### src/dpdr_pkg.sv
// Shared types, codes and constants for the dirty-pixel display refresh block.
`timescale 1ns / 1ps

package dpdr_pkg;

  // Screen and buffer geometry
  localparam int SCREEN_WIDTH  = 64;
  localparam int SCREEN_HEIGHT = 32;
  localparam int MEMORY_BYTES  = 256;
  localparam int MEM_AW        = $clog2(MEMORY_BYTES);
  localparam int CELL_AW       = 8;   // three column bits, five row bits

  // Frame buffer: 320 bytes a row, each pixel a 4x6 block, origin at x 32, row 4
  localparam logic [15:0] ROW_BYTES     = 16'd320;
  localparam logic [15:0] TARGET_ORIGIN = 16'd32 + 16'd4 * ROW_BYTES;

  // Command codes
  localparam logic [1:0] CMD_WRITE      = 2'd0;
  localparam logic [1:0] CMD_REFRESH    = 2'd1;
  localparam logic [1:0] CMD_INVALIDATE = 2'd2;

  // Configuration register indexes
  localparam int          CFG_IDX_W = 2;
  localparam logic [CFG_IDX_W-1:0] REG_FOREGROUND = 2'd0;
  localparam logic [CFG_IDX_W-1:0] REG_BACKGROUND = 2'd1;

  // Shared adder operations
  localparam logic [1:0] OP_ADDR  = 2'd0;  // {row,col} + scroll
  localparam logic [1:0] OP_BASE1 = 2'd1;  // row*2048 - row*128
  localparam logic [1:0] OP_BASE2 = 2'd2;  // acc + col*32
  localparam logic [1:0] OP_BASE3 = 2'd3;  // acc + origin

  typedef struct packed {
    logic [1:0] command;
    logic [7:0] mem_address;
    logic [7:0] mem_data;
    logic [2:0] cell_column;
    logic [4:0] pixel_row;
    logic [7:0] scroll_offset;
  } in_item_t;

  typedef struct packed {
    logic        changed;
    logic [5:0]  pixel_x;
    logic [4:0]  pixel_y;
    logic        pixel_on;
    logic [15:0] target_address;
    logic [31:0] colour_word;
    logic        last;
  } out_item_t;

  // Spread one colour byte over four bytes
  function automatic logic [31:0] replicate(input logic [7:0] v);
    return {v, v, v, v};
  endfunction

endpackage

### src/dpdr_alu.sv
// Shared 16-bit add/subtract unit for address and target-base computation.
`timescale 1ns / 1ps

module dpdr_alu import dpdr_pkg::*; (
  input  logic [1:0]  op,
  input  logic [4:0]  row,
  input  logic [2:0]  col,
  input  logic [7:0]  scroll,
  input  logic [15:0] acc,
  output logic [15:0] result
);

  logic [15:0] opa;
  logic [15:0] opb;
  logic        sub;

  // Select operands for the current step
  always_comb begin
    opa = 16'd0;
    opb = 16'd0;
    sub = 1'b0;
    case (op)
      OP_ADDR: begin
        opa = {8'd0, row, col};
        opb = {8'd0, scroll};
      end
      OP_BASE1: begin
        opa = {row, 11'd0};
        opb = {4'd0, row, 7'd0};
        sub = 1'b1;
      end
      OP_BASE2: begin
        opa = acc;
        opb = {8'd0, col, 5'd0};
      end
      OP_BASE3: begin
        opa = acc;
        opb = TARGET_ORIGIN;
      end
      default: begin
        opa = 16'd0;
        opb = 16'd0;
      end
    endcase
  end

  assign result = sub ? (opa - opb) : (opa + opb);

endmodule

### src/dirty_pixel_display_refresh_top.sv
// Top level: display memory, per-cell shadow, refresh sequencer and result register.
`timescale 1ns / 1ps
//
//  channel  | direction | handshake              | payload
//  ---------+-----------+------------------------+-------------------------
//  in_      | input     | in_valid / in_ready    | in_item  (in_item_t)
//  out_     | output    | out_valid / out_ready  | out_item (out_item_t)
//  cfg_     | input     | cfg_valid / cfg_ready  | cfg_index, cfg_data
//
// Write and invalidate complete on acceptance. A refresh runs setup steps on the
// shared adder (display address, then three steps of the target base), then steps
// through the pixel positions up to the last changed pixel (at most 8), emitting
// an item for each changed one, or one empty closing item when nothing changed.
// Reset (synchronous, rst_n low) clears the display and shadow valid bits
// and loads the colour registers; no clearing pass follows.
// A stalled result register holds the sequencer in its emit state; the input is
// taken only when the sequencer is idle, and configuration is always taken.

module dirty_pixel_display_refresh_top import dpdr_pkg::*; (
  input  logic                 clk,
  input  logic                 rst_n,
  input  logic                 in_valid,
  output logic                 in_ready,
  input  in_item_t             in_item,
  output logic                 out_valid,
  input  logic                 out_ready,
  output out_item_t            out_item,
  input  logic                 cfg_valid,
  output logic                 cfg_ready,
  input  logic [CFG_IDX_W-1:0] cfg_index,
  input  logic [7:0]           cfg_data
);

  localparam logic [2:0] ST_IDLE  = 3'd0;
  localparam logic [2:0] ST_ADDR  = 3'd1;
  localparam logic [2:0] ST_BASE1 = 3'd2;
  localparam logic [2:0] ST_BASE2 = 3'd3;
  localparam logic [2:0] ST_BASE3 = 3'd4;
  localparam logic [2:0] ST_EMIT  = 3'd5;

  // Storage
  logic [7:0]              disp_mem [MEMORY_BYTES];
  logic [7:0]              shadow_mem [2**CELL_AW];
  logic [MEMORY_BYTES-1:0] disp_vld_r;
  logic [2**CELL_AW-1:0]   row_vld_r;

  // Control and working registers
  logic [2:0]  state_r, state_nxt;
  logic [2:0]  col_r;
  logic [4:0]  row_r;
  logic [7:0]  scroll_r;
  logic [15:0] acc_r;
  logic [7:0]  disp_rd_r;
  logic        disp_vld_rd_r;
  logic [7:0]  shadow_rd_r;
  logic [7:0]  on_r;
  logic [7:0]  mask_r, mask_nxt;
  logic [2:0]  pix_r, pix_nxt;
  logic [7:0]  fg_r;
  logic [7:0]  bg_r;
  logic        out_valid_r, out_valid_nxt;
  out_item_t   out_item_r, out_item_nxt;

  logic [1:0]  alu_op;
  logic [15:0] alu_res;
  logic        in_fire;
  logic        out_free;
  logic        emit_load;
  logic [7:0]  byte_px;
  logic [7:0]  vis_mask;
  logic        row_on;
  logic [7:0]  diff;
  logic [7:0]  mask_left;
  logic [CELL_AW-1:0] cell_idx;

  assign in_ready  = (state_r == ST_IDLE);
  assign cfg_ready = 1'b1;
  assign in_fire   = in_valid && in_ready;
  assign out_free  = !out_valid_r || out_ready;
  assign out_valid = out_valid_r;
  assign out_item  = out_item_r;
  assign cell_idx  = {col_r, row_r};

  // Shared adder step for the current state
  always_comb begin
    case (state_r)
      ST_ADDR:  alu_op = OP_ADDR;
      ST_BASE1: alu_op = OP_BASE1;
      ST_BASE2: alu_op = OP_BASE2;
      ST_BASE3: alu_op = OP_BASE3;
      default:  alu_op = OP_ADDR;
    endcase
  end

  dpdr_alu u_alu (
    .op     (alu_op),
    .row    (row_r),
    .col    (col_r),
    .scroll (scroll_r),
    .acc    (acc_r),
    .result (alu_res)
  );

  // Pixel-order view of the cell: pixel 0 is the byte's msb
  always_comb begin
    for (int i = 0; i < 8; i++) begin
      byte_px[i]  = disp_vld_rd_r & disp_rd_r[7-i];
      vis_mask[i] = ({1'b0, col_r, 3'(i)} < 7'(SCREEN_WIDTH));
    end
    row_on = ({1'b0, row_r} < 6'(SCREEN_HEIGHT));
    diff   = row_vld_r[cell_idx] ? (byte_px ^ shadow_rd_r) : 8'hFF;
  end

  // Display memory: write on command, registered read during address step
  always_ff @(posedge clk) begin
    if (in_fire && in_item.command == CMD_WRITE) begin
      disp_mem[in_item.mem_address] <= in_item.mem_data;
    end
    if (state_r == ST_ADDR) begin
      disp_rd_r <= disp_mem[alu_res[MEM_AW-1:0]];
    end
  end

  // Shadow memory: one row of eight pixels per cell
  always_ff @(posedge clk) begin
    if (state_r == ST_ADDR) begin
      shadow_rd_r <= shadow_mem[cell_idx];
    end
    if (state_r == ST_BASE1) begin
      shadow_mem[cell_idx] <= byte_px;
    end
  end

  // Valid bits for display bytes and shadow cells
  always_ff @(posedge clk) begin
    if (!rst_n) begin
      disp_vld_r <= '0;
      row_vld_r  <= '0;
    end else begin
      if (in_fire && in_item.command == CMD_WRITE) begin
        disp_vld_r[in_item.mem_address] <= 1'b1;
      end
      if (in_fire && in_item.command == CMD_INVALIDATE) begin
        row_vld_r <= '0;
      end else if (state_r == ST_BASE1 && row_on) begin
        row_vld_r[cell_idx] <= 1'b1;
      end
    end
  end

  // Colour registers
  always_ff @(posedge clk) begin
    if (!rst_n) begin
      fg_r <= 8'd15;
      bg_r <= 8'd0;
    end else if (cfg_valid && cfg_ready) begin
      case (cfg_index)
        REG_FOREGROUND: fg_r <= cfg_data;
        REG_BACKGROUND: bg_r <= cfg_data;
        default: ;
      endcase
    end
  end

  // Sequencer and result selection
  always_comb begin
    state_nxt     = state_r;
    mask_nxt      = mask_r;
    pix_nxt       = pix_r;
    out_valid_nxt = out_valid_r && !out_ready;
    out_item_nxt  = out_item_r;
    emit_load     = 1'b0;
    mask_left     = mask_r;
    mask_left[pix_r] = 1'b0;
    case (state_r)
      ST_IDLE: begin
        if (in_fire && in_item.command == CMD_REFRESH) begin
          state_nxt = ST_ADDR;
        end
      end
      ST_ADDR:  state_nxt = ST_BASE1;
      ST_BASE1: begin
        mask_nxt  = diff & vis_mask & {8{row_on}};
        state_nxt = ST_BASE2;
      end
      ST_BASE2: state_nxt = ST_BASE3;
      ST_BASE3: begin
        pix_nxt   = 3'd0;
        state_nxt = ST_EMIT;
      end
      ST_EMIT: begin
        if (mask_r == 8'd0) begin
          // Nothing changed: one empty closing item
          if (out_free) begin
            emit_load    = 1'b1;
            out_item_nxt = '0;
            out_item_nxt.last = 1'b1;
            state_nxt    = ST_IDLE;
          end
        end else if (mask_r[pix_r]) begin
          if (out_free) begin
            emit_load                   = 1'b1;
            out_item_nxt.changed        = 1'b1;
            out_item_nxt.pixel_x        = {col_r, pix_r};
            out_item_nxt.pixel_y        = row_r;
            out_item_nxt.pixel_on       = on_r[pix_r];
            out_item_nxt.target_address = {acc_r[15:5], pix_r, 2'b00};
            out_item_nxt.colour_word    = replicate(on_r[pix_r] ? fg_r : bg_r);
            out_item_nxt.last           = (mask_left == 8'd0);
            mask_nxt                    = mask_left;
            pix_nxt                     = pix_r + 3'd1;
            if (mask_left == 8'd0) begin
              state_nxt = ST_IDLE;
            end
          end
        end else begin
          // Skip an unchanged pixel
          pix_nxt = pix_r + 3'd1;
        end
      end
      default: state_nxt = ST_IDLE;
    endcase
    if (emit_load) begin
      out_valid_nxt = 1'b1;
    end
  end

  // Control registers
  always_ff @(posedge clk) begin
    if (!rst_n) begin
      state_r     <= ST_IDLE;
      out_valid_r <= 1'b0;
    end else begin
      state_r     <= state_nxt;
      out_valid_r <= out_valid_nxt;
    end
  end

  // Working and payload registers
  always_ff @(posedge clk) begin
    if (in_fire) begin
      col_r    <= in_item.cell_column;
      row_r    <= in_item.pixel_row;
      scroll_r <= in_item.scroll_offset;
    end
    if (state_r == ST_ADDR) begin
      disp_vld_rd_r <= disp_vld_r[alu_res[MEM_AW-1:0]];
    end
    if (state_r == ST_BASE1) begin
      on_r <= byte_px;
    end
    if (state_r == ST_BASE1 || state_r == ST_BASE2 || state_r == ST_BASE3) begin
      acc_r <= alu_res;
    end
    mask_r     <= mask_nxt;
    pix_r      <= pix_nxt;
    out_item_r <= out_item_nxt;
  end

endmodule
### config.mk
export PLATFORM = sky130hd
export DESIGN_NAME = dirty_pixel_display_refresh_top
export DESIGN_NICKNAME = d
export VERILOG_FILES = /design/src/dpdr_pkg.sv /design/src/dpdr_alu.sv /design/src/dirty_pixel_display_refresh_top.sv
export SDC_FILE = /design/constraint.sdc
export NUM_CORES = 2
export LEC_CHECK = 0
export ABC_CLOCK_PERIOD_IN_PS = 6400
export BUFFER_PORTS_ARGS = -buffer_cell sky130_fd_sc_hd__buf_2
export CELL_PAD_IN_SITES_DETAIL_PLACEMENT = 0
export CELL_PAD_IN_SITES_GLOBAL_PLACEMENT = 1
export CORE_MARGIN = 2
export CORE_UTILIZATION = 29
export CTS_CLUSTER_SIZE = 24
export DETAILED_ROUTE_END_ITERATION = 8
export PLACE_DENSITY_LB_ADDON = 0.1
export SYNTH_ARGS = -nofsm -noshare
export SYNTH_HDL_FRONTEND = slang
export SYNTH_SLANG_ARGS = --single-unit
### constraint.sdc
create_clock -name clk -period 6.4 [get_ports clk]
set_input_delay 1.6 -clock clk [delete_from_list [all_inputs] [get_ports clk]]
set_output_delay 1.6 -clock clk [all_outputs]
set_load 0.02 [all_outputs]
**Word-level counts from Yosys, hierarchy flattened**

Memory sizes are Yosys's and may differ from the RTL's. A register that Yosys moved wholly into a read port is not among the register bits.
Cells that the tools add are included.

- Shift operators: 0
- $lt $le $gt $ge: 7
- Equal/unequal tests: 21
- Divide/modulo/power cells: 0
- Bitwise operators: 14
- Muxes and demuxes: 49
- Add/sub/neg operators: 3
- Reductions and logical operators: 30
- Multipliers: 0

Operators with widths:

| operator | count |
|---|---|
| $or 256x256->256 | 2 |
| $mux 62 | 4 |
| $pmux 16 s4 | 1 |
| $pmux 16 s3 | 1 |
| $mux 8 | 5 |
| $lt 8x9->1 const B | 3 |
| $mux 3 | 9 |
| $pmux 3 s6 | 1 |
| $mux 1 | 17 |
| $add 16x16->16 | 1 |
| $bmux 1 s8 | 2 |
| $demux 1 s8 | 2 |
| $ge 8x1->1 const B | 2 |
| $logic_not 8->1 | 2 |
| $mux 16 | 1 |
| $pmux 8 s2 | 1 |
| $sub 16x16->16 | 1 |
| $ne 3x3->1 const B | 4 |
| $ne 2x2->1 const B | 5 |
| $and 1x1->1 | 8 |
| $and 8x8->8 | 1 |
| $logic_and 1x1->1 | 8 |
| $not 8->8 | 1 |
| $reduce_and 4->1 | 2 |
| other kinds (24) | 40 |

- Latch bits: 0
- Flip-flop bits (word level): 646
- ROM bits: 0
- Input port bits: 49
- Memories kept: 2
- RAM bits: 4096
- Logic and storage cells: 147

Memories:

| name | words | bits a word | rd ports | clocked after memory_dff | wr ports | line | source |
|---|---|---|---|---|---|---|---|
| disp_mem | 256 | 8 | 1 | 1 | 1 | dirty_pixel_display_refresh_top.sv:42 | `logic [7:0] disp_mem [MEMORY_BYTES];` |
| shadow_mem | 256 | 8 | 1 | 1 | 1 | dirty_pixel_display_refresh_top.sv:43 | `logic [7:0] shadow_mem [2**CELL_AW];` |

**Longest topological paths before layout**

- Word-level depth: 12
- Mapped depth: 23
- Depth with buffers taken out: 20

**By module**

A second synthesis with hierarchy kept.

- Cell total of the unflattened synthesis: 8530
- Area total of the unflattened synthesis: 182575.1 um^2

By module, submodules not included:

| module | instances | area an instance (um^2) | cells an instance |
|---|---|---|---|
| dirty_pixel_display_refresh_top | 1 | 181402.7 | 8367 |
| dpdr_alu | 1 | 1172.4 | 163 |

**Worst setup path before layout**

Ideal clock, no wire load.

- Path kind: reg2reg
- From: register col_r[0]
- To: register disp_vld_rd_r (data pin)
- Setup slack: 1601 ps
- Arrival time: 4524 ps
- Required time: 6125 ps
- Stages on the path, launching flop included: 17
- Period minus slack after synthesis: 4799 ps
- Setup time: 275 ps
- Path through: edfxtp_1 > clkbuf_1 > buf_1 > clkbuf_1 > and3_1 > a21oi_1 > ha_1 > fa_1 > buf_2 > buf_2 > clkbuf_1 > clkbuf_1 > mux4_2 > a2111oi_0 > a2111oi_0 > a311oi_1 > a22oi_1

- Cells in the longest elaborated chain, start to end: 5
- Elaborated cells on any way between the ends: 7
- Classes of those cells: add/sub: 2; mux: 5

Ends and longest elaborated chain:

| item | line | source |
|---|---|---|
| start: declaration | dirty_pixel_display_refresh_top.sv:49 | `logic [2:0] col_r;` |
| start signal: assignment | dirty_pixel_display_refresh_top.sv:242 | `col_r <= in_item.cell_column;` |
| $pmux 16 s4 or $pmux 16 s3 (tied branches) | dpdr_alu.sv:22 | `case (op)` |
| $add 16x16->16 or $sub 16x16->16 (tied branches) | dpdr_alu.sv:47 | `assign result = sub ? (opa - opb) : (opa + opb);` |
| $mux 16 (*) | dpdr_alu.sv:47 |  |
| $bmux 1 s8 (*) | dirty_pixel_display_refresh_top.sv:247 | `disp_vld_rd_r <= disp_vld_r[alu_res[MEM_AW-1:0]];` |
| $mux 1 (not written as such) (*) | dirty_pixel_display_refresh_top.sv:247 |  |
| end signal: assignment | dirty_pixel_display_refresh_top.sv:247 |  |
| end: declaration | dirty_pixel_display_refresh_top.sv:54 | `logic disp_vld_rd_r;` |

Mark *: on every way between the ends. The rest lies on a longest branch, timed or not. The select of a mux whose other input is x is not followed.
A chain may end at the register's enable or synchronous reset.

**Worst setup path after layout**

- From: register state_r[0]
- To: register disp_rd_r[3], read port of disp_mem (data pin)

- Cells in the longest elaborated chain, start to end: 7
- Elaborated cells on any way between the ends: 16
- Classes of those cells: add/sub: 2; eq/ne: 7; mux: 5; reduce/logical: 2

Ends and longest elaborated chain:

| item | line | source |
|---|---|---|
| start: declaration | dirty_pixel_display_refresh_top.sv:48 | `logic [2:0] state_r, state_nxt;` |
| start signal: assignment | dirty_pixel_display_refresh_top.sv:234 | `state_r <= state_nxt;` |
| $eq 3x3->1 or $eq 3x2->1 (tied branches) | dirty_pixel_display_refresh_top.sv:86 | `case (state_r)` |
| $pmux 2 s3 | dirty_pixel_display_refresh_top.sv:86 |  |
| $eq 2x2->1 | dpdr_alu.sv:22 |  |
| $reduce_or 2->1 (no source line) | - |  |
| $pmux 16 s3 | dpdr_alu.sv:22 |  |
| $add 16x16->16 or $sub 16x16->16 (tied branches) | dpdr_alu.sv:47 |  |
| $mux 16 | dpdr_alu.sv:47 |  |
| end: declaration | dirty_pixel_display_refresh_top.sv:53 | `logic [7:0] disp_rd_r;` |

Parallel ways exist; a longest one is shown, timed or not. The select of a mux whose other input is x is not followed.

==> summary.md <==
| Metric | Value |
|---|---|
| R2R setup slack | `310 ps` |
| Post-DP Area | `196000 µm²` |
| WL/cell | `roughly 31 µm` |
| Syn. warnings | `0` |
| Core Util, Final | `34.2%` |
| Final setup fails | `0` |
| Delay-heaviest family, CP | `multiplexers` |
| Vias in the first global route | `94100` |
| Antenna violations before repair | `slightly above 60` |
| Remaining global-route overflow | `0` |
| FP Rows | `291` |
| Pwr Density | `543 nW/µm²` |
| Clock insertion delay at the later pin of the skew report | `1060 ps` |
| VDD IR max | `0.950 mV` |
| Initial Util | `29.1%` |
| Critical Path AT | `6910 ps` |
| Yosys cell types | `67` |
| Tmin final | `~6100 ps` |
| Clk pin slew, worst setup/hold paths | `approximately 60 ps` |
| DR iter-0 viols | `just under 9000` |
| Die Area | `636000 µm²` |
| Critical Path End Type | `flip-flop` |
| Via count | `90100` |
| R2R Path End | `disp_rd_r[3]` |
| RSZ-0062 raised after global routing | `no` |
| Post-DRT Antenna Nets | `0` |
| Fillers | `~60000` |
| Pre-antenna DRT Iters | `5` |
| Max Slew Vio Count | `0` |
| Largest net degree at the start of global routing | `185` |
| DRC | `0` |
| TritonCTS Sinks | `4729` |
| First-pass GRT wire length | `roughly 790000 µm` |
| Top Ports | `114` |
| Post-synth top area cell | `edfxtp_1` |
| Avg Inst Size Synth | `21.0 µm²` |
| Post-Syn Area | `182000 µm²` |
| Hold endpoint | `disp_vld_r[133]` |
| Hold-fix buffers, CTS | `0` |
| Fmax | `164 MHz` |
| Cell area after layout | `214000 µm²` |
| Async SR Flop Fraction | `0%` |
| Die width | `around 800 µm` |
| Static Leak | `between 60 and 70 nW` |
| Buf/Inv on CP | `3` |
| Cells along the critical path | `nor2_1 > buf_4 > nand2_1 > inv_1 > nor2_1 > nand2_1 > ha_1 > xor2_1 > nand2_1 > ha_1 > or2_2 > o31a_1 > xnor2_4 > buf_12 > mux4_2 > mux2i_1 > o22ai_1 > a211o_1` |
| Final #Nets | `9442` |
| Most common cell after layout, fill and taps aside | `edfxtp_1` |
| Max stage delay on crit path | `~840 ps` |
| Reg2reg start | `state_r[0]` |
| Most frequent cells in the layout | `edfxtp_1, mux4_2, nor2_1` |
| Most Frequent Cell on Critical Path | `nand2_1` |
| Die Ht | `~800 µm` |
| Slew HR | `around 14%` |
| Synth Register Bits | `roughly 4700` |
| Core area | `roughly 630000 µm²` |
| CP required | `about 7200 ps` |
| Ys flop type | `edfxtp_1` |
| Final WL | `568000 µm` |
| Clock Path Buffers | `4` |
| Root Buffer | `clkbuf_16` |
| TritonCTS clock tree | `yes` |
| Worst-Margin Slew | `about 1300 ps` |
| Synth top area cells | `edfxtp_1, mux4_2, dfxtp_1, o21a_1, nor2_1` |
| Slowest-stage cell, CP | `mux2i_1` |
| Period utilisation layout | `95.2%` |
| Crit Path Category | `reg2reg` |
| Vias/cell | `about 5.0` |
| Sequential fraction of the synthesis area | `74.9%` |
| Finished Layout Cells | `between 15000 and 20000` |
| EDFF count, synth | `4197` |
| Yosys top cell area share | `between 60% and 70%` |
| Area grow syn2layout | `17.4%` |
| H-tree depth | `6` |
| Worst reg-to-reg path cell count | `18` |
| Worst-path fanout max | `14` |
| Final setup skew | `45.2 ps` |
| GRT Total Usage | `around 18%` |
| Min-delay src | `disp_vld_r[133]` |
| Estimated wirelength of the detail-placed design | `358000 µm` |
| Status | `complete, no violations` |
| Post-Syn Instances | `just under 9000` |
| Min-Delay Path Depth | `1` |
| Cts bufs inserted | `556` |
| Max Cap Viol | `0` |
| Worst min path class | `reg2reg` |
| DP Cell Count | `17200` |
| Startpoint Class | `flip-flop` |
| Pwr Total | `116 mW` |
| Share of layout cells above drive strength 1 | `29.8%` |
| PortBufs | `110` |
| Placer Congestion | `0.759` |
| Final Hold Fails | `0` |
## synthesized netlist by cell type, drive strengths merged, types with 29 or more instances
cell / count
edfxtp: 4197
a22oi: 50
dfxtp: 532
mux2i: 66
clkbuf: 270
buf: 281
nor2b: 29
nor2: 599
and3: 29
nand2: 231
nand4: 30
mux4: 1398
nand3: 81
o21a: 517
and2: 51
a21oi: 44
## area by class of cell
cell class | count | area, µm² | share of cell area [%]
antenna | 14 | 35.0 | 0.0164
clock inverter | 244 | 2210 | 1.03
clock buffer | 776 | 15500 | 7.24
sequential | 4729 | 137000 | 63.8
timing repair buffer | 665 | 5780 | 2.70
tap | 8350 | 10400 | 4.88
multi-input combinational | 3402 | 43500 | 20.3
inverter | 21 | 91.3 | 0.0426
## cell families after synthesis
group | Yosys count | synth area share [%]
mux | 1469 | 17.6
buf+inv | 572 | 1.43
compound gates | 777 | 3.14
simple gates | 1107 | 2.60
other cells | 2 | 0.00412
fa+ha+maj | 18 | 0.128
flops | 4729 | 74.9
xor+xnor | 28 | 0.139
## worst max path at each step
stage          startpoint             to  slack (ps)  cells after the start
4_1_cts        state_r[0]   disp_rd_r[1]         100                     21
3_3_place_gp   state_r[0]   disp_rd_r[1]        -150                     21
2_1_floorplan    col_r[0]  disp_vld_rd_r        1600                     16
3_5_place_dp   state_r[0]   disp_rd_r[1]         120                     21
6_report       state_r[0]   disp_rd_r[3]         310                     18
5_1_grt        state_r[0]   disp_rd_r[3]          70                     18
## layer usage
metal  global-route usage (%)  vias to the layer above  wire, µm
li1                         -                    37500         -
met2                     28.0                     2407    266000
met5                        0                        -        26
met4                     3.16                        4     10400
met3                     2.69                      619     29000
met1                     25.6                    49600    263000
## flip-flops by register name, indices dropped and copies added, names as in the netlist
signal / flops
mask_r: 8
row_r: 5
disp_rd_r: 8
disp_vld_r: 256
shadow_rd_r: 8
out_valid: 1
pix_r: 3
disp_mem: 2048
on_r: 8
col_r: 3
acc_r: 16
shadow_mem: 2048
bg_r: 8
scroll_r: 8
row_vld_r: 256
fg_r: 8
out_item: 33
disp_vld_rd_r: 1
state_r: 3
## metrics by stage
step | setup TNS [ps] | setup slack [ps] | hold WS [ps]
2_1_floorplan | 0 | 1600 | 435
3_3_place_gp | -200 | -151 | 440
3_5_place_dp | 0 | 122 | 448
4_1_cts | 0 | 96.5 | 460
5_1_grt | 0 | 65.1 | 470
6_report | 0 | 309 | 457
## power by group
part / internal (mW) / total, mW / switching (mW)
clock: 18.1 / 31.0 / 12.8
combinational: 18.2 / 49.2 / 31.0
sequential: 36.0 / 36.2 / 0.175
## what timing repair did
item	CTS	global route
resized for setup	0	6
setup buffers	0	0
setup endpoints to repair	0	4
Power figures use the tool's default switching activity.
